--- config.mk ---
export PLATFORM = sky130hd
export DESIGN_NAME = sfas_front
export DESIGN_NICKNAME = d
export VERILOG_FILES = /design/src/rtl/core/seek_flee_arrive_steering_assert.svh /design/src/rtl/core/sfas_pkg.sv /design/src/rtl/core/sfas_front.sv
export SDC_FILE = /design/constraint.sdc
export NUM_CORES = 1
export LEC_CHECK = 0
export BUFFER_PORTS_ARGS = -buffer_cell sky130_fd_sc_hd__buf_2
export CORE_AREA = 2 2 225 227
export DETAILED_ROUTE_END_ITERATION = 10
export DIE_AREA = 0 0 227 229
export PLACE_DENSITY = 0.39
export SYNTH_ARGS = -nofsm -noshare
export SYNTH_HDL_FRONTEND = slang
export SYNTH_SLANG_ARGS = --single-unit
--- constraint.sdc ---
create_clock -name vclk -period 6.9
set_input_delay 0 -clock vclk [all_inputs]
set_output_delay 0 -clock vclk [all_outputs]
set_load 0.03 [all_outputs]
--- src/rtl/core/seek_flee_arrive_steering_assert.svh ---
// ----------------------------------------------------------------------------
// seek_flee_arrive_steering assertion macros
// shared concurrent property forms for the steering core
// ----------------------------------------------------------------------------
`ifndef SEEK_FLEE_ARRIVE_STEERING_ASSERT_SVH
`define SEEK_FLEE_ARRIVE_STEERING_ASSERT_SVH

// same-cycle implication
`define SFAS_ASSERT_IMP(label, clk, rst_n, ante, cons) \
  label: assert property (@(posedge clk) disable iff (!rst_n) (ante) |-> (cons)) \
    else $error("steering core assertion failed");

// next-cycle implication
`define SFAS_ASSERT_NXT(label, clk, rst_n, ante, cons) \
  label: assert property (@(posedge clk) disable iff (!rst_n) (ante) |=> (cons)) \
    else $error("steering core assertion failed");

`endif

--- src/rtl/core/sfas_pkg.sv ---
// ----------------------------------------------------------------------------
// sfas_pkg
// types, codes and helpers shared by the steering core
// ----------------------------------------------------------------------------
package sfas_pkg;

  localparam int CFG_W = 31;

  localparam logic [2:0] ACT_SEEK   = 3'd0;
  localparam logic [2:0] ACT_FLEE   = 3'd1;
  localparam logic [2:0] ACT_ARRIVE = 3'd2;
  localparam logic [2:0] ACT_PURSUE = 3'd3;
  localparam logic [2:0] ACT_EVADE  = 3'd4;

  localparam logic [2:0] REG_MAX_SPEED      = 3'd0;
  localparam logic [2:0] REG_MAX_ACCEL      = 3'd1;
  localparam logic [2:0] REG_PANIC_DISTANCE = 3'd2;
  localparam logic [2:0] REG_SLOW_RADIUS    = 3'd3;
  localparam logic [2:0] REG_STOP_RADIUS    = 3'd4;
  localparam logic [2:0] REG_MAX_PREDICTION = 3'd5;

  localparam logic [63:0] SPEED_EPS = 64'd66;

  typedef enum logic [2:0] {
    CLS_SEEK,
    CLS_FLEE,
    CLS_ARRIVE,
    CLS_PURSUE,
    CLS_EVADE,
    CLS_NONE
  } cls_t;

  typedef struct packed {
    cls_t               cls;
    logic signed [32:0] ex;
    logic signed [32:0] ey;
    logic signed [31:0] vx;
    logic signed [31:0] vy;
    logic signed [31:0] px;
    logic signed [31:0] py;
    logic signed [31:0] tx;
    logic signed [31:0] ty;
    logic signed [31:0] tvx;
    logic signed [31:0] tvy;
  } item_t;

  typedef struct packed {
    logic [CFG_W-1:0] max_speed;
    logic [CFG_W-1:0] max_accel;
    logic [CFG_W-1:0] panic_distance;
    logic [CFG_W-1:0] slow_radius;
    logic [CFG_W-1:0] stop_radius;
    logic [CFG_W-1:0] max_prediction;
  } cfg_t;

  function automatic logic signed [31:0] sat32(input logic signed [63:0] v);
    logic signed [31:0] r;
    if (v > 64'sd2147483647) r = 32'sh7fffffff;
    else if (v < -64'sd2147483648) r = 32'sh80000000;
    else r = v[31:0];
    return r;
  endfunction

  function automatic logic [39:0] mag40(input logic signed [39:0] v);
    logic [39:0] r;
    r = v[39] ? 40'(-v) : 40'(v);
    return r;
  endfunction

  function automatic logic [32:0] mag32(input logic signed [31:0] v);
    logic signed [32:0] w;
    w = {v[31], v};
    return w[32] ? 33'(-w) : 33'(w);
  endfunction

endpackage

--- src/rtl/core/sfas_front.sv ---
// ----------------------------------------------------------------------------
// sfas_front
// accepts a transaction, decodes the action and forms the target offset
// ----------------------------------------------------------------------------
module sfas_front (
  input  logic                start,
  input  logic                full,
  input  logic [2:0]          in_action,
  input  logic signed [31:0]  in_pos_x,
  input  logic signed [31:0]  in_pos_y,
  input  logic signed [31:0]  in_vel_x,
  input  logic signed [31:0]  in_vel_y,
  input  logic signed [31:0]  in_target_x,
  input  logic signed [31:0]  in_target_y,
  input  logic signed [31:0]  in_target_vel_x,
  input  logic signed [31:0]  in_target_vel_y,
  output logic                push,
  output sfas_pkg::item_t     item
);

  sfas_pkg::cls_t     cls;
  logic signed [32:0] to_x;
  logic signed [32:0] to_y;

  assign push = start && !full;
  assign to_x = {in_target_x[31], in_target_x} - {in_pos_x[31], in_pos_x};
  assign to_y = {in_target_y[31], in_target_y} - {in_pos_y[31], in_pos_y};

  always_comb begin
    unique case (in_action)
      sfas_pkg::ACT_SEEK:   cls = sfas_pkg::CLS_SEEK;
      sfas_pkg::ACT_FLEE:   cls = sfas_pkg::CLS_FLEE;
      sfas_pkg::ACT_ARRIVE: cls = sfas_pkg::CLS_ARRIVE;
      sfas_pkg::ACT_PURSUE: cls = sfas_pkg::CLS_PURSUE;
      sfas_pkg::ACT_EVADE:  cls = sfas_pkg::CLS_EVADE;
      default:              cls = sfas_pkg::CLS_NONE;
    endcase
  end

  always_comb begin
    item.cls = cls;
    // flee heads away from the target
    item.ex  = (cls == sfas_pkg::CLS_FLEE) ? 33'(-to_x) : to_x;
    item.ey  = (cls == sfas_pkg::CLS_FLEE) ? 33'(-to_y) : to_y;
    item.vx  = in_vel_x;
    item.vy  = in_vel_y;
    item.px  = in_pos_x;
    item.py  = in_pos_y;
    item.tx  = in_target_x;
    item.ty  = in_target_y;
    item.tvx = in_target_vel_x;
    item.tvy = in_target_vel_y;
  end

endmodule

# Yosys cells after proc, flatten, opt, wreduce, memory -nomap -nowiden
# Cells that the tools add are included.
[totals]
reg_bits = 0
output_inout_bits = 326
word_cells = 15
in_bits = 261
[op_classes]
n_reduce_logical = 3
n_eq_ne = 5
n_mux = 3
n_addsub = 4
[op_table]
columns = ["cell", "count"]
rows = [
  ["$mux 33", 2],
  ["$neg 33->33", 2],
  ["$sub 32x32->33", 2],
  ["$pmux 3 s5", 1],
  ["$eq 3x1->1 const B", 2],
  ["$eq 3x2->1 const B", 2],
  ["$eq 3x3->1 const B", 1],
  ["$logic_not 3->1", 1],
  ["$logic_and 1x1->1", 1],
  ["$logic_not 1->1", 1],
]

# Logic depth before layout (Yosys ltp)
# Gate-level depths: netlist (run 1).
[logic_depth]
ltp_word = 4
ltp_mapped = 14
mapped_depth_nobuf = 14

# Least setup slack after synthesis (run 1)
# OpenSTA, ideal clock, no wires.
[synth_timing]
path_type = "in2out"
start = "input port in_target_x[0]"
end = "output port item[321] in the netlist's numbering"
required_time_ns = 6.900
arrival_time_ns = 3.393
n_path_buf = 0
stages = 14
setup_slack_ns = 3.507
cell_sequence = "inv_1 -> ha_1 -> inv_1 -> fa_1 -> a21o_1 -> a221oi_4 -> o21ai_2 -> xnor2_1 -> nand4_2 -> or4b_4 -> and4bb_1 -> nand3_2 -> o31ai_2 -> xor2_1"
[synth_lines]
columns = ["item", "line_no", "source"]
rows = [
  ["start, declared", "sfas_front.sv:13", "input logic signed [31:0] in_target_x,"],
  ["end, declared", "sfas_front.sv:18", "output sfas_pkg::item_t item"],
]

==> impl_results.md, run 1 <==
* # rows at 82
* Initial Utilization at 0.154
* Post-DP HPWL at 27300 um
* IO Count at 587
* Crit-path leading delay family: simple AND/OR/NAND/NOR gates
* Final wirelength at 30600 um
* GRT busiest layer: met2
* Synth area leaders: buf_4 (25%), ha_1 (11%), xnor2_1 (8.0%)
* Sequential Power Share at 0
* Final period utilization at 0.605
* Crit path max-delay cell type: a2111oi_0
* Clock network fraction of total power at 0
* Logic pwr share at 1.000
* Slew @ Worst Pin at between 900 and 1000 ps
* Residual DRC at 0
* Largest net degree at the start of global routing at 34
* Setup crit end kind: output pin
* First-pass GRT wire length at 44300 um
* Hold-fix buffers, CTS at 0
* Post-Synthesis Cell Area at 7630 um2
* Final hold violation count at 0
* Post-synth net total at 1459
* Net switching power at 783 uW
* CP arrival at around 4200 ps
* Final setup TNS at 0 ps
* GRT met2 Usage at 0.209
* Storage cell area at 0 um2
* Total number of vias at 7671
* Initial antenna violation count at 0
* Met1 GRT Util at 0.126
* Area delta synth->final at 6.67%
* Worst-path fanout max at 7
* Worst path bufs/invs at 3
* Drt wl/cell at 16.5 um
* Post-CTS Resized at 0
* Diode count at 0
* Residual overflow from global routing at 0
* Syn Area/Cell at 6.77 um2
* Layout cells sized above 1 at 0.307
* WP data required at 6900 ps
* Core area at approximately 50000 um2
* Vias in the first global route at 7460
* Crit path cell chain: buf_2 -> inv_1 -> ha_1 -> nand4_1 -> a2111oi_0 -> or2_0 -> nor2_1 -> xnor2_1 -> nor4_2 -> and3_1 -> nand3_1 -> o41ai_1 -> xor2_1 -> buf_2
* Final net count at 1514
* Distinct cell type count after synthesis at 80
* Max_cap viols at 0
* Fin. max-slew vios at 0
* FF+latch count at 0
* PD cells at 140 nW/um2
* Drt pass-1 iters at 5
* Internal at 359 uW
* DIE AREA at 52000 um2
* Register area share after synthesis at 0
* Die Wd at 227 um
* Sw Ratio at 0.685
* Hold Slack at 0.0116 ps
* Slack of the critical path at 2730 ps
* Clock buf count at 0
* Max incr delay on CP at 830 ps
* Status: finished, final reports clean
* DRT iter0 DRCs at 416
* Commonest cells in the synthesized netlist: buf_4 (256), a21oi_1 (89), inv_1 (83), nand2_1 (81)
* F_max at approximately 0.24 GHz
* Vias per inst at 4.14
* Leakage power at 0.00387 uW
* Startpoint Class: primary input
* Final setup vio count at 0
* Port bufs at approximately 330
* Crit path time final at around 4200 ps
* Final ANT Viol Nets at 0
* Routability cong. at 0.844
* Most used cell, CP: buf_2
* Synth area leader: buf_4
* RSZ-0062 raised after global routing: false
* Most common cell in the synthesized netlist: buf_4
* Hold WC Path Type: in2out
* Pre-CTS WS at 2590 ps
* Met3 Track Usage GR at 0.0158
* Die H at between 200 and 250 um
* Synth top area share at 0.252
* Max_slew headroom at 0.334
* GRT Resource Usage Total at 0.109
* Max VDD drop at 45.5 uV
* Cells after Synth at 1128
* Worst setup path category: in2out
* Setup Buffers After CTS at 0
* Ys Warns at 0
-- cells in the final DEF, fill, tap and decap left out, types with 12 or more instances in the layout --
cell type  instances
nand3_1           18
a21o_1            29
xnor2_1           70
xor2_1            32
nand2_1           81
nor3_1            13
a31oi_1           17
a21oi_1           89
o21a_1            12
buf_2            331
o21ai_0           41
nand4_1           16
nor2_1            70
inv_1             83
ha_1              68
-- through the flow --
step	instance area (um2)	total power, uW	instances	util
floorplan	7630	978	1128	-
global placement	8140	1150	1853	0.164
detailed placement	8140	1150	1853	0.164
CTS	8140	1160	1853	0.164
global route	8140	1240	1853	0.164
finish	8140	1140	1853	0.164
-- power groups by stage --
stage / Clock, uW / Combinational, uW / Sequential [uW]
2_1_floorplan: 0 / 978 / 0
3_3_place_gp: 0 / 1150 / 0
3_5_place_dp: 0 / 1150 / 0
6_report: 0 / 1140 / 0
5_1_grt: 0 / 1240 / 0
4_1_cts: 0 / 1160 / 0
-- cell families after synthesis --
| kind of cell | Yosys count | synth area share |
|---|---|---|
| fa+ha+maj | 70 | 0.117 |
| mux | 3 | 0.00393 |
| xor+xnor | 103 | 0.119 |
| buf+inv | 366 | 0.307 |
| simple gates | 292 | 0.199 |
| compound gates | 294 | 0.255 |
-- metal layers --
| layer | part of all wire | routed length, um |
|---|---|---|
| met5 | 0 | 0 |
| met4 | 0.028 | 858 |
| met1 | 0.40 | 12300 |
| met2 | 0.51 | 15600 |
| met3 | 0.061 | 1880 |
-- worst paths after layout --
check                        to  slack [ps]        start  depth (start not counted)
worst max-delay path  item[288]        2730  in_pos_y[8]                         14
worst min-delay path  item[196]        0.01  in_vel_y[4]                          0
-- cell type report --
class | count | area (um2)
Fill cell | 5813 | 41500
Multi-Input combinational cell | 762 | 5300
Timing Repair Buffer | 336 | 1690
Tap cell | 672 | 841
Inverter | 83 | 312
(Power assumes the default switching activity.)
==> run 2, diff against run 1 <==
CORE_AREA = 2 2 230 232   (was 2 2 225 227)
DIE_AREA = 0 0 232 234   (was 0 0 227 229)
PLACE_DENSITY = 0.38   (was 0.39)
clock period = 4.4 ns   (was 6.9 ns; I/O delays follow)
==> impl_results.md, run 2 (same netlist as run 1, synthesis figures left out) <==
* Routability cong. at 0.818
* Post-CTS Resized at 0
* Area delta synth->final at 7.52%
* Most common cell after layout, fill and taps aside: buf_2
* IO Count at 587
* Die Wd at about 230 um
* Slew @ Worst Pin at 932 ps
* RSZ-0062 raised after global routing: false
* CP arrival at 3890 ps
* Total number of vias at 7766
* Initial Utilization at 0.147
* Final setup vio count at 0
* Hold Slack at 0.0116 ps
* Residual overflow from global routing at 0
* Final ANT Viol Nets at 0
* GRT Resource Usage Total at 0.103
* Storage cell area at 0 um2
* Leakage power at 0.00390 uW
* Residual DRC at 0
* Top Layer Used: met4
* Final net count at between 1.5k and 2k
* Non-filler instance count after layout at 1875
* WL met3 at 1810 um
* WP data required at 4400 ps
* Initial antenna violation count at 0
* Inst Count DP at 1875
* Setup crit end kind: output pin
* FF+latch count at 0
* WL met1 at 12300 um
* Final hold violation count at 0
* Clock buf count at 0
* Min-delay src: in_target_vel_x[12]
* Port bufs at between 300 and 400
* Max VDD drop at approximately 76 uV
* Met2 wire len at 15500 um
* Diode count at 0
* Vias in the first global route at 7486
* Final core utilization at 0.158
* Die H at 234 um
* Most frequent cells in the layout: buf_2 (331), a21oi_1 (89), inv_1 (83)
* F_max at 0.257 GHz
* Max_cap viols at 0
* First-pass GRT wire length at 43800 um
* Final period utilization at 0.885
* Fin. max-slew vios at 0
* Post-DP HPWL at 27400 um
* Hold-fix buffers, CTS at 0
* Startpoint Class: primary input
* Setup crit start: in_target_x[0]
* Core area at ~52000 um2
* DIE AREA at 54300 um2
* Crit path time final at between 3000 and 4000 ps
* Hold WC Path Type: in2out
* Drt wl/cell at 16.3 um
* Worst setup path category: in2out
* Pwr Total at approximately 1800 uW
* Drt pass-1 iters at 4
* Layout cells sized above 1 at 0.310
* Status: finished, final reports clean
* Final wirelength at around 30000 um
* Vias per inst at between 4 and 5
* DRT iter0 DRCs at 432
* Largest net degree at the start of global routing at 34
* # rows at between 80 and 90
* Max_slew headroom at 0.375
* Worst-path fanout max at 6
* Setup Buffers After CTS at 0
* Final setup TNS at 0 ps
* PD cells at 219 nW/um2
==> run 2: cell types whose count changed in the layout (fill, tap and decap cells not counted) <==
cell,before,now
buf_4,5,11
==> run 2: worst paths after layout <==
path	endpoint	slack, ps	cells past startpoint
worst min-delay path	item[44]	0.01	0
worst max-delay path	item[320]	510	16
==> run 2: layout make-up <==
type,instances,area (um2)
fill,6053,43800
multi-input combinational,762,5300
timing repair buffer,342,1740
tap,688,861
inverter,83,312
==> run 2: critical path: stages <==
cell      delay, ps
buf_2           100
inv_1            70
ha_1            150
inv_1            50
fa_1            420
a211oi_1        250
o211ai_1        270
a31oi_1         270
xnor2_1         160
a21o_1          210
or4b_4          560
nor4b_4         420
and4_1          420
a21oi_1         130
xor2_1          170
buf_2           230
==> run 2: stage by stage <==
stage	worst slack [ps]	instance area, um2
global placement	510	8210
finish	505	8210
detailed placement	478	8210
global route	127	8210
CTS	461	8210
floorplan	1010	7630
==> run 2: routing by layer <==
metal	global-route usage	up-vias
met5	0	-
met4	0.0282	0
met3	0.0165	70
met2	0.198	343
met1	0.117	3546
li1	-	3807
==> run 2: report_power, final <==
group          internal, uW  switching, uW
Combinational           569           1220
Clock                     0              0
Sequential                0              0
Total                   569           1220
==> run 3, diff against run 2 <==
PLACE_DENSITY = 0.45   (was 0.38)
==> impl_results.md, run 3 (same netlist as run 1, synthesis figures left out) <==
* Layout cells sized above 1 at 0.310
* Logic pwr share at 1.000
* DRT iter0 DRCs at 359
* Total number of vias at 7753
* CP arrival at 3960 ps
* Max VDD drop at 68.6 uV
* F_max at around 0.25 GHz
* Die H at 234 um
* Largest net degree at the start of global routing at 34
* Crit path time final at 3960 ps
* Max_slew headroom at 0.366
* Clock buf count at 0
* Die Wd at 232 um
* Setup Buffers After CTS at 0
* Final core utilization at 0.158
* Hold-fix buffers, CTS at 0
* Drt pass-1 iters at 4
* Vias per inst at between 4 and 5
* Inst Count DP at approximately 1.9k
* Initial antenna violation count at 2
* Most frequent cells in the layout: buf_2 (331), a21oi_1 (89), inv_1 (83)
* GRT Resource Usage Total at 0.103
* Slack of the critical path at 444 ps
* Drt wl/cell at between 15 and 20 um
* Worst setup path category: in2out
* Post-DP HPWL at 27200 um
* Residual DRC at 0
* Internal at ~570 uW
* Area delta synth->final at 7.55%
* RSZ-0062 raised after global routing: false
* Final setup TNS at 0 ps
* Port bufs at 331
* Crit path cell chain: buf_2 -> inv_1 -> ha_1 -> inv_1 -> fa_1 -> a211oi_1 -> o211ai_1 -> and4_1 -> or4_1 -> a32oi_1 -> and4_1 -> and4bb_1 -> nand3_2 -> o31ai_2 -> xor2_1 -> buf_2
* Sw Ratio at 0.682
* Storage cell area at 0 um2
* Crit path max-delay cell type: or4_1
* Status: finished, final reports clean
* Residual overflow from global routing at 0
* Max incr delay on CP at 490 ps
* IO Count at 587
* Setup crit end kind: output pin
* Final hold violation count at 0
* PD cells at 218 nW/um2
* Post-CTS Resized at 0
* Min-delay src: in_vel_y[25]
* Final net count at around 1.5k
* Most common cell after layout, fill and taps aside: buf_2
* Leakage power at 0.00390 uW
* # rows at 84
* Final ANT Viol Nets at 0
* Initial Utilization at 0.147
* DIE AREA at ~54000 um2
* Final setup vio count at 0
* Routability cong. at between 0.8 and 0.9
* Non-filler instance count after layout at 1876
* Final period utilization at 0.899
* FF+latch count at 0
* WP data required at 4400 ps
* Vias in the first global route at 7390
* First-pass GRT wire length at 43700 um
* Core area at 52000 um2
* Startpoint Class: primary input
* Net switching power at 1220 uW
* Pre-CTS WS at around 440 ps
* Sequential Power Share at 0
* Hold Path Cell Cnt at 0
* Clock network fraction of total power at 0
* Slew @ Worst Pin at 944 ps
* Fin. max-slew vios at 0
* WHS Endpoint: item[217]
* Hold WC Path Type: in2out
* Final wirelength at between 30000 and 40000 um
* Worst-path fanout max at 5
* Max_cap viols at 0
[run 3: per-layer routing]
metal  global-route usage  part of all wire
met5                    0           0.00023
met4               0.0208             0.021
met3               0.0164             0.056
met2                0.200              0.51
met1                0.116              0.41
[run 3: how the worst max path moves through the flow]
stage	start	end	slack, ps	cells past startpoint
after floorplan	in_target_x[0]	item[321]	1010	14
after global placement	in_target_x[0]	item[318]	410	16
after detailed placement	in_target_x[0]	item[318]	440	16
after CTS	in_target_x[0]	item[321]	420	16
after global routing	in_target_x[0]	item[321]	160	16
final	in_target_x[0]	item[321]	440	16
[run 3: layout make-up]
cell class / instances / area, um2
Tap cell: 688 / 861
Inverter: 83 / 312
Timing Repair Buffer: 342 / 1740
Fill cell: 6025 / 43800
Multi-Input combinational cell: 762 / 5300
Antenna cell: 1 / 2.50
[run 3: stage by stage]
| stage | area, um2 | hold WS, ps | power (uW) |
|---|---|---|---|
| 6_report | 8210 | 0.0116 | 1790 |
| 5_1_grt | 8210 | 0.0434 | 1950 |
| 4_1_cts | 8210 | 0.205 | 1820 |
| 3_5_place_dp | 8210 | 0.205 | 1810 |
| 3_3_place_gp | 8210 | 0.205 | 1810 |
| 2_1_floorplan | 7630 | 110 | 1530 |
[run 3: critical path, delay by kind of cell]
kind	cells	cell delay (ps)
AOI/OAI and AO/OA	4	1040
adders and majority gates	2	580
and+or+nand+nor	5	1710
xor gates and xnor gates	1	170
buffers and inverters	4	430
[run 3: power groups by stage]
stage	registers (uW)	clock network (uW)	logic (uW)
2_1_floorplan	0	0	1530
3_3_place_gp	0	0	1810
3_5_place_dp	0	0	1810
4_1_cts	0	0	1820
5_1_grt	0	0.0000304	1950
6_report	0	0.0000304	1790
