$ cat src/rtl/core/seek_flee_arrive_steering_assert.svh
// ----------------------------------------------------------------------------
// seek_flee_arrive_steering assertion macros
// shared concurrent property forms for the steering core
// ----------------------------------------------------------------------------
`ifndef SEEK_FLEE_ARRIVE_STEERING_ASSERT_SVH
`define SEEK_FLEE_ARRIVE_STEERING_ASSERT_SVH

// same-cycle implication
`define SFAS_ASSERT_IMP(label, clk, rst_n, ante, cons) \
  label: assert property (@(posedge clk) disable iff (!rst_n) (ante) |-> (cons)) \
    else $error("steering core assertion failed");

// next-cycle implication
`define SFAS_ASSERT_NXT(label, clk, rst_n, ante, cons) \
  label: assert property (@(posedge clk) disable iff (!rst_n) (ante) |=> (cons)) \
    else $error("steering core assertion failed");

`endif

$ cat src/rtl/core/sfas_pkg.sv
// ----------------------------------------------------------------------------
// sfas_pkg
// types, codes and helpers shared by the steering core
// ----------------------------------------------------------------------------
package sfas_pkg;

  localparam int CFG_W = 31;

  localparam logic [2:0] ACT_SEEK   = 3'd0;
  localparam logic [2:0] ACT_FLEE   = 3'd1;
  localparam logic [2:0] ACT_ARRIVE = 3'd2;
  localparam logic [2:0] ACT_PURSUE = 3'd3;
  localparam logic [2:0] ACT_EVADE  = 3'd4;

  localparam logic [2:0] REG_MAX_SPEED      = 3'd0;
  localparam logic [2:0] REG_MAX_ACCEL      = 3'd1;
  localparam logic [2:0] REG_PANIC_DISTANCE = 3'd2;
  localparam logic [2:0] REG_SLOW_RADIUS    = 3'd3;
  localparam logic [2:0] REG_STOP_RADIUS    = 3'd4;
  localparam logic [2:0] REG_MAX_PREDICTION = 3'd5;

  localparam logic [63:0] SPEED_EPS = 64'd66;

  typedef enum logic [2:0] {
    CLS_SEEK,
    CLS_FLEE,
    CLS_ARRIVE,
    CLS_PURSUE,
    CLS_EVADE,
    CLS_NONE
  } cls_t;

  typedef struct packed {
    cls_t               cls;
    logic signed [32:0] ex;
    logic signed [32:0] ey;
    logic signed [31:0] vx;
    logic signed [31:0] vy;
    logic signed [31:0] px;
    logic signed [31:0] py;
    logic signed [31:0] tx;
    logic signed [31:0] ty;
    logic signed [31:0] tvx;
    logic signed [31:0] tvy;
  } item_t;

  typedef struct packed {
    logic [CFG_W-1:0] max_speed;
    logic [CFG_W-1:0] max_accel;
    logic [CFG_W-1:0] panic_distance;
    logic [CFG_W-1:0] slow_radius;
    logic [CFG_W-1:0] stop_radius;
    logic [CFG_W-1:0] max_prediction;
  } cfg_t;

  function automatic logic signed [31:0] sat32(input logic signed [63:0] v);
    logic signed [31:0] r;
    if (v > 64'sd2147483647) r = 32'sh7fffffff;
    else if (v < -64'sd2147483648) r = 32'sh80000000;
    else r = v[31:0];
    return r;
  endfunction

  function automatic logic [39:0] mag40(input logic signed [39:0] v);
    logic [39:0] r;
    r = v[39] ? 40'(-v) : 40'(v);
    return r;
  endfunction

  function automatic logic [32:0] mag32(input logic signed [31:0] v);
    logic signed [32:0] w;
    w = {v[31], v};
    return w[32] ? 33'(-w) : 33'(w);
  endfunction

endpackage

$ cat src/rtl/core/sfas_fifo.sv
// ----------------------------------------------------------------------------
// sfas_fifo
// short queue of decoded transactions between front and back
// ----------------------------------------------------------------------------
`include "seek_flee_arrive_steering_assert.svh"

module sfas_fifo #(
  parameter int DEPTH = 4
) (
  input  logic            clk,
  input  logic            rst_n,
  input  logic            push,
  input  sfas_pkg::item_t wr_item,
  input  logic            pop,
  output sfas_pkg::item_t rd_item,
  output logic            full,
  output logic            empty
);

  localparam int AW = (DEPTH > 1) ? $clog2(DEPTH) : 1;
  localparam int CW = $clog2(DEPTH + 1);

  sfas_pkg::item_t mem_r [DEPTH];
  logic [AW-1:0]   wr_ptr_r;
  logic [AW-1:0]   rd_ptr_r;
  logic [CW-1:0]   count_r;

  assign full    = (count_r == CW'(DEPTH));
  assign empty   = (count_r == '0);
  assign rd_item = mem_r[rd_ptr_r];

  always_ff @(posedge clk) begin
    if (push) begin
      mem_r[wr_ptr_r] <= wr_item;
    end
  end

  always_ff @(posedge clk) begin
    if (!rst_n) begin
      wr_ptr_r <= '0;
      rd_ptr_r <= '0;
      count_r  <= '0;
    end else begin
      if (push) begin
        wr_ptr_r <= (wr_ptr_r == AW'(DEPTH - 1)) ? '0 : wr_ptr_r + AW'(1);
      end
      if (pop) begin
        rd_ptr_r <= (rd_ptr_r == AW'(DEPTH - 1)) ? '0 : rd_ptr_r + AW'(1);
      end
      if (push && !pop) count_r <= count_r + CW'(1);
      else if (pop && !push) count_r <= count_r - CW'(1);
    end
  end

  `SFAS_ASSERT_IMP(a_no_push_full, clk, rst_n, full, !push)
  `SFAS_ASSERT_IMP(a_no_pop_empty, clk, rst_n, empty, !pop)
  `SFAS_ASSERT_NXT(a_count_up, clk, rst_n, push && !pop, count_r == $past(count_r) + CW'(1))

endmodule

$ cat config.mk
export PLATFORM = sky130hd
export DESIGN_NAME = sfas_fifo
export DESIGN_NICKNAME = d
export VERILOG_FILES = /design/src/rtl/core/sfas_pkg.sv /design/src/rtl/core/sfas_fifo.sv
export VERILOG_INCLUDE_DIRS = /design/src /design/src/rtl/core
export SDC_FILE = /design/constraint.sdc
export NUM_CORES = 1
export LEC_CHECK = 0
export BUFFER_PORTS_ARGS = -buffer_cell sky130_fd_sc_hd__buf_2
export CAP_MARGIN = 20
export CELL_PAD_IN_SITES_DETAIL_PLACEMENT = 1
export CELL_PAD_IN_SITES_GLOBAL_PLACEMENT = 2
export CORE_MARGIN = 5
export CORE_UTILIZATION = 41
export DETAILED_ROUTE_END_ITERATION = 8
export GPL_TIMING_DRIVEN = 0
export PLACE_DENSITY = 0.86
export SYNTH_ARGS = -nofsm -noshare
export SYNTH_HDL_FRONTEND = slang
export SYNTH_SLANG_ARGS = --single-unit
$ cat constraint.sdc
create_clock -name clk -period 8.8 [get_ports clk]
set_input_delay 0.44 -clock clk [delete_from_list [all_inputs] [get_ports clk]]
set_output_delay 0.44 -clock clk [all_outputs]
set_load 0.005 [all_outputs]
# After elaboration in Yosys (flattened, before gate mapping)
# Memory sizes are Yosys's and may differ from the RTL's. A register that Yosys moved wholly into a read port is not among the register bits.
# Index checks and enable logic that the tools add are counted.
# classes
eq_ne	3
shift	0
magnitude_cmp	0
muxes	8
div	0
n_bitwise	0
multipliers	0
reduce_logical	6
n_addsub	4
# ops
op	count
$mux W2	4
$mux W3	2
$add A2 B1 Y2 const B	2
$eq A2 B2 Y1 const B	2
$add A3 B1 Y3 const B	1
$eq A3 B3 Y1 const B	1
$logic_not A3 Y1	1
$sub A3 B1 Y3 const B	1
$logic_and A1 B1 Y1	2
$logic_not A1 Y1	2
$mux W1	2
$reduce_bool A2 Y1	1
# word_totals
elab_cells	25
latch_bits	0
reg_bits	7
rom_bits	0
memories	1
ramBits	1300
inputBits	329
output_inout_bits	327
# mem_list
name	words	width	rd	rd_ports_with_merged_regs	write_ports	line_no	rtl
mem_r	4	325	1	1	1	sfas_fifo.sv:23	sfas_pkg::item_t mem_r [DEPTH];

# Logic depth before layout (Yosys ltp)
# Gate-level depths: netlist (run 1).
# depth
ltp_word	4
mapped_depth	7

# Least setup slack after synthesis (run 1)
# No wires, ideal clock.
# synth_timing
path_kind	register -> register
start	register wr_ptr_r[0]
end	memory mem_r[0][0] (netlist name) (enable)
t_arrival_ps	7889
slack_ps	184
setup_ps	727
path_stages_with_launch	4
path_cell_list	dfxtp_1 -> inv_1 -> ha_1 -> and2_1
# synth_lines
element	line_no	rtl
from (decl)	sfas_fifo.sv:24	logic [AW-1:0] wr_ptr_r;
from (signal assigned)	sfas_fifo.sv:45	wr_ptr_r <= (wr_ptr_r == AW'(DEPTH - 1)) ? '0 : wr_ptr_r + AW'(1);
to (decl)	sfas_fifo.sv:23	
# Straight into the memory's write port.

==> results.yml, run 1 <==
finish:
  fin_util_pct: 53.1
  drive_gt1_share_pct: 41.9
  syn2layout_area_growth_pct: 28.4
  layout.nets: 3221
power_and_ir_drop:
  max-vdd-ir-drop_mv: 0.217
  switching_share_pct: 22.8
  seq_power_share_pct: 50.9
  combinationalPowerShare_pct: 9.5
  p_int_mw: 11.0
  clockPowerShare_pct: 39.6
  p_leak_nw: 20.6
  powerDensity_mw_per_mm2: 234
  p_sw_mw: 3.24
route:
  detail-route-antenna-nets: 0
  wl_um: 132000
  wl_per_cell_um: 29.1
  drt-initial-drc-count: 1984
  drc: 0
  drt_first_pass_iters: 6
  vias_per_cell: 5.34
  vias: 24162
critical_path:
  cp_max_fo: 10
  crit_family: "buffers and inverters"
  r2r_start: "wr_ptr_r[0]"
  rr_worst_depth: 5
  path_cells: "buf_2 -> clkbuf_1 -> buf_8 -> buf_2 -> mux4_2 -> buf_2"
  rr_endpoint: "mem_r[3][292]"
  start_kind: "flip-flop"
  crit_end: "rd_item[199]"
  critical_path_arrival_ns: 3.13
  cp-end-kind: "output port"
  reg2reg_slack_ns: 6.03
  critPathMaxStageDelay_ns: 0.46
  slowest_stage: "clkbuf_1"
  worst-path-buf-inv: 5
  required_ns: 8.36
  crit_top_cell: "buf_2"
  worstSetupPathType: "flip-flop to output port"
  crit_cells: 6
timing:
  slew_viol_final: 0
  worst_pin_slew_ns: 0.915
  fmax_mhz: 280
  setup_viol: 0
  tns_ns: 0
  rsz0062_at_grt: "no"
  fin_skew_ns: 0.0327
  relSlewSlack_pct: 39.0
  period_share_pct: 40.6
  hold_viol_final: 0
  period_needed_ns: 3.57
grt:
  antenna_found_initial: 25
  grt_pass1_wl_um: 190000
  gr-total-overflow: 0
  grt_pass1_vias: 27112
  grt_usage_pct: 21.2
  grt_max_degree: 61
yosys:
  netlist.top_cell.by_area: "edfxtp_1"
  synth.most_common_cell: "edfxtp_1"
  synth.top_cell.area_share_pct: 82.5
  synthCells: 1741
  synth_area_mm2: 0.0473
  synth_edf_count: 1300
  synthArstFlopShare_pct: 0
  yosys.cell_types.count: 21
  synth-seq-cells: 1309
  synth_nets: 2077
  syn_area_per_cell_um2: 27.2
  synth_top_cells_by_count: "edfxtp_1 (1,300), mux4_2 (325), buf_2 (34)"
  yosysSeqAreaShare_pct: 82.8
  synth_area_leaders: "edfxtp_1 (82%), mux4_2 (15%), buf_6 (0.69%)"
  synthFlopType: "edfxtp_1"
  yosysWarnings: 0
floorplan:
  die_y_um: 350
  die_x_um: 350
  start_util_pct: 41.3
  num_rows: 124
  dieArea_mm2: 0.122
  ios: 656
  core_mm2: 0.115
clock_network:
  clock-sinks: 1309
  worstSkewPairLatency_ns: 0.74
  cts.reportedPaths.clkPinSlew_ns: 0.06
  cts_resized: 0
  ctsRootBufferMaster: "clkbuf_16"
  numCtsBuffers: 135
  h-tree-depth: 4
  cts_buffer_depth: 3
  cts_tree: "built"
min_path:
  hold_path_class: "input pin to flip-flop"
place:
  hpwl_um: 81500
  port_buffers: 655
  routabilityCongestion: 0.788
outcome:
  status: "complete, no violations"
run:
  max-cap-violations: 0
[how the worst min path moves through the flow]
stage	startpoint	endpoint	slack, ns	depth (start not counted)
2_1_floorplan	count_r[2]	count_r[2]	0.47	2
3_3_place_gp	count_r[2]	count_r[2]	0.50	2
3_5_place_dp	count_r[2]	count_r[2]	0.51	2
4_1_cts	pop	rd_ptr_r[0]	0.06	3
5_1_grt	pop	flip-flop	0.11	3
6_report	pop	flip-flop	0.14	3
[cell families after synthesis]
family	share of synthesized area, %
mux	15.5
compound gates	0.0423
flops	82.8
buf+inv	1.15
simple gates	0.190
fa+ha+maj	0.201
xor+xnor	0.0370
[area by class of cell]
cell class / instances / area [um^2]
diodes: 19 / 47.5
plain buffers: 72 / 531
clock buffers: 177 / 3620
clock inverters: 68 / 701
fillers: 10131 / 53700
inverters: 4 / 15.0
multi-input cells: 356 / 7590
flip-flops and latches: 1309 / 39200
well taps: 1512 / 1890
repair buffers: 1007 / 7180
[state kept, by name (all words and copies together), names as in the netlist, named ones only]
name / flops
rd_ptr_r: 2
mem_r: 1300
wr_ptr_r: 2
count_r: 3
[metrics by stage]
step                      total power [mW]  instance area [um^2]  std cells  setup WS [ns]  hold WS, ns
after floorplan                       7.98                 47300       1741          0.184        0.472
after global placement                8.59                 52500       3908          -5.29        0.501
after detailed placement              8.55                 53100       3933           5.48        0.511
after CTS                             14.3                 60700       4504           4.67       0.0575
after global routing                  14.8                 60800       4520           5.03        0.107
final                                 14.2                 60800       4524           5.23        0.143
[worst reg2reg max path: stages, from the launching register on]
cell and delay, ns:
dfxtp_1 0.42, ha_1 0.23, and2_4 0.57, buf_16 0.36, buf_12 0.39, buf_16 0.38
[layer usage]
metal	global-route usage, %	part of all wire [%]
met5	0	0.043
met4	7.30	3.4
met3	6.99	9.2
met2	37.4	52
met1	24.6	35
[power by group through the flow]
| stage | clock, mW | combinational [mW] | sequential, mW |
|---|---|---|---|
| finish | 5.63 | 1.35 | 7.23 |
| global route | 6.09 | 1.42 | 7.24 |
| CTS | 5.68 | 1.34 | 7.23 |
| detailed placement | 0 | 1.20 | 7.35 |
| global placement | 0 | 1.10 | 7.49 |
| floorplan | 0 | 0.569 | 7.41 |
[layout by cell type (no fill, tap or decap), types with 3 or more instances in the layout]
master / instances
and2_4: 4
buf_12: 7
buf_16: 17
buf_2: 689
buf_6: 29
bufinv_16: 9
clkbuf_1: 46
clkbuf_16: 138
clkinv_1: 26
clkinv_2: 13
clkinv_8: 3
clkinvlp_4: 5
dfxtp_1: 9
diode_2: 19
dlygate4sd3_1: 326
edfxtp_1: 1300
ha_1: 6
inv_1: 4
inv_16: 3
inv_6: 6
mux2i_1: 4
mux4_2: 325
nor2b_1: 5
[timing repair]
| item | CTS | global route |
|---|---|---|
| hold endpoints to repair | 1309 | 0 |
| buffers inserted | 0 | 0 |
| hold buffers | 326 | 0 |
No activity file was read; power rests on OpenSTA's default activity.
==> run 2, diff against run 1 <==
Settings changed: ABC_AREA from default to 1, PLACE_DENSITY 0.86 to 0.91.
Clock period 8.8 ns to 3.7 ns, I/O delays scaled along.
==> run 2 against run 1 <==
First-iteration DRC count grew 55%. Clock power grew 140%. Register-to-register slack lost 4.8 ns. Power grew 140%. Sequential cell count is the same. Global-route usage grew 5.0 points. Die area grew 2.1%. Sequential share of layout area shrank 1.5 points. Critical endpoint is now rd_item[192]. Largest cell class unchanged.
==> results.yml, run 2 <==
finish:
  largest_reg_flops: 1300
  fin_util_pct: 52.9
  layout_commonest_cell: "edfxtp_1"
  top_register: "mem_r"
  stdcell_count: 6057
  layout.nets: 4705
  top_regs: "mem_r: 1300 flops, count_r: 3 flops"
  layout_common_cells: "edfxtp_1 (1,300), buf_2 (691), nor2_1 (658)"
  drive_gt1_share_pct: 22.2
  nFillCells: 11590
  syn2layout_area_growth_pct: 28.7
clock_network:
  cts.reportedPaths.clkPinSlew_ns: 0.06
  worstSkewPairLatency_ns: 0.77
  numCtsBuffers: 139
  ctsRootBufferMaster: "clkbuf_16"
  h-tree-depth: 4
  cts_tree: "built"
  cts_buffer_depth: 3
  clock-sinks: 1309
outcome:
  status: "complete, no violations"
yosys:
  synth.top_cell.area_share_pct: 80.7
  synth.most_common_cell: "edfxtp_1"
  synth-seq-cells: 1309
  synth_nets: 3537
  synthCells: 3201
  yosysWarnings: 0
  yosys.cell_types.count: 21
  synth_edf_count: 1300
  netlist.top_cell.by_area: "edfxtp_1"
  synthFlopType: "edfxtp_1"
  synth_top_cells_by_count: "edfxtp_1 (1,300), nor2_1 (658), o21ai_0 (414)"
  synthArstFlopShare_pct: 0
  synth_area_leaders: "edfxtp_1 (81%), nor2_1 (5.1%), o21ai_0 (4.3%)"
  syn_area_per_cell_um2: 15.1
  yosysSeqAreaShare_pct: 81.1
  synth_area_mm2: 0.0484
timing:
  setup_viol: 0
  fmax_mhz: 287
  period_needed_ns: 3.48
  relSlewSlack_pct: 41.6
  fin_skew_ns: 0.0383
  worst_pin_slew_ns: 0.875
  period_share_pct: 94.1
  hold_viol_final: 0
  slew_viol_final: 0
  rsz0062_at_grt: "no"
power_and_ir_drop:
  max-vdd-ir-drop_mv: 0.551
  p_leak_nw: 21.7
  power_mw: 34.7
  powerDensity_mw_per_mm2: 558
floorplan:
  ios: 656
  num_rows: 126
  core_mm2: 0.118
  dieArea_mm2: 0.125
  start_util_pct: 41.1
  die_y_um: 353
  die_x_um: 353
place:
  routabilityCongestion: 0.788
  port_buffers: 655
  hpwl_um: 105000
  dp_cells: 5435
critical_path:
  cp_max_fo: 10
  critPathMaxStageDelay_ns: 0.63
  rr_endpoint: "mem_r[1][136]"
  reg2reg_slack_ns: 1.21
  path_cells: "buf_2 -> buf_2 -> clkbuf_1 -> o21ai_0 -> o22ai_1 -> buf_2"
  worstSetupPathType: "flip-flop to output port"
  r2r_start: "wr_ptr_r[1]"
  rr_worst_depth: 7
  crit_end: "rd_item[192]"
  start_kind: "flip-flop"
  critical_path_arrival_ns: 3.30
  cp-end-kind: "output port"
  crit_top_cell: "buf_2"
  slowest_stage: "buf_2"
  required_ns: 3.51
grt:
  grt_pass1_wl_um: 245000
  antenna_found_initial: 35
  grt_usage_pct: 26.3
  grt_max_degree: 37
  gr-total-overflow: 0
  grt_pass1_vias: 36562
route:
  drc: 0
  drt_first_pass_iters: 5
  detail-route-antenna-nets: 0
  wl_um: 169000
  vias: 34068
  vias_per_cell: 5.62
  wl_per_cell_um: 28.0
  drt-initial-drc-count: 3076
min_path:
  hold_path_class: "input pin to flip-flop"
run:
  max-cap-violations: 0
[run 2: cell count changes in the layout (fill, tap and decap cells not counted), sizes merged, moves of 5 or more]
cell | previous run | this run
nor2 | 1 | 658
o21ai | 1 | 653
mux4 | 325 | 0
o22ai | 0 | 325
clkbuf | 186 | 302
buf | 744 | 776
diode | 19 | 41
clkinv | 45 | 64
inv | 13 | 23
nand2 | 0 | 8
and2 | 5 | 0
nor2b | 5 | 0
[run 2: worst min-delay path by stage]
stage | from | cells after the start | endpoint | slack [ns]
5_1_grt | wr_item[308] | 2 | mem_r[2][308] | 0.15
4_1_cts | wr_item[269] | 2 | mem_r[3][269] | 0.1
2_1_floorplan | wr_item[0] | 0 | mem_r[0][0] | 0.28
3_5_place_dp | wr_item[233] | 1 | mem_r[2][233] | 0.40
3_3_place_gp | wr_item[173] | 1 | mem_r[3][173] | 0.39
6_report | wr_item[39] | 2 | mem_r[1][39] | 0.18
[run 2: area by class of cell]
| class | instances | area [um^2] | share of cell area, % |
|---|---|---|---|
| well taps | 1536 | 1920 | 3.09 |
| diodes | 41 | 103 | 0.165 |
| inverters | 16 | 75.1 | 0.121 |
| plain buffers | 215 | 1160 | 1.86 |
| flip-flops and latches | 1309 | 39200 | 63.0 |
| multi-input cells | 1661 | 7970 | 12.8 |
| clock inverters | 87 | 727 | 1.17 |
| repair buffers | 1027 | 7430 | 11.9 |
| clock buffers | 165 | 3640 | 5.85 |
[run 2: stage by stage]
| stage | worst slack (ns) | hold WS (ns) | area (um^2) | TNS [ns] |
|---|---|---|---|---|
| after floorplan | -2.18 | 0.284 | 48400 | -2836.02 |
| after global placement | -6.65 | 0.393 | 53600 | -8356.98 |
| after global routing | 0.0616 | 0.155 | 62200 | 0 |
| after CTS | 0.00353 | 0.0958 | 62100 | 0 |
| after detailed placement | 0.851 | 0.400 | 54500 | 0 |
| final | 0.219 | 0.183 | 62200 | 0 |
[run 2: logic make-up (layout without fill, tap and decap cells)]
group,count (synthesis),count (layout),share of synthesized area [%]
compound gates,981,981,11.0
xor+xnor,1,1,0.0181
fa+ha+maj,7,7,0.197
buf+inv,231,1510,2.49
flops,1309,1309,81.1
other cells,0,41,0
simple gates,672,672,5.23
[run 2: report_power, final]
group,switching (mW),internal [mW],leakage (nW)
Sequential,0.173,17.0,12.0
Combinational,2.59,1.37,7.59
Clock,6.02,7.59,2.13
Total,8.78,25.9,21.7
[run 2: worst max-delay path, delay by kind of cell, from the launching register on]
family          cells  cell delay [ns]
buf+inv             4             1.62
flops               1             0.33
compound gates      2             0.57
[run 2: repair_timing]
action	4_1_cts	5_1_grt
buffers inserted	0	0
pin swaps	0	0
resized for setup	1	5
hold endpoints to repair	1311	0
hold buffers	329	0
endpoints found under the setup margin	2	2
[run 2: metal layers]
layer | vias to the layer above | share of wire [%] | GRT usage, %
met1 | 17461 | 37 | 30.8
met2 | 1610 | 51 | 46.4
met4 | 2 | 4.4 | 11.0
met5 | - | 0.0077 | 0
met3 | 379 | 7.5 | 6.20
li1 | 14616 | - | -
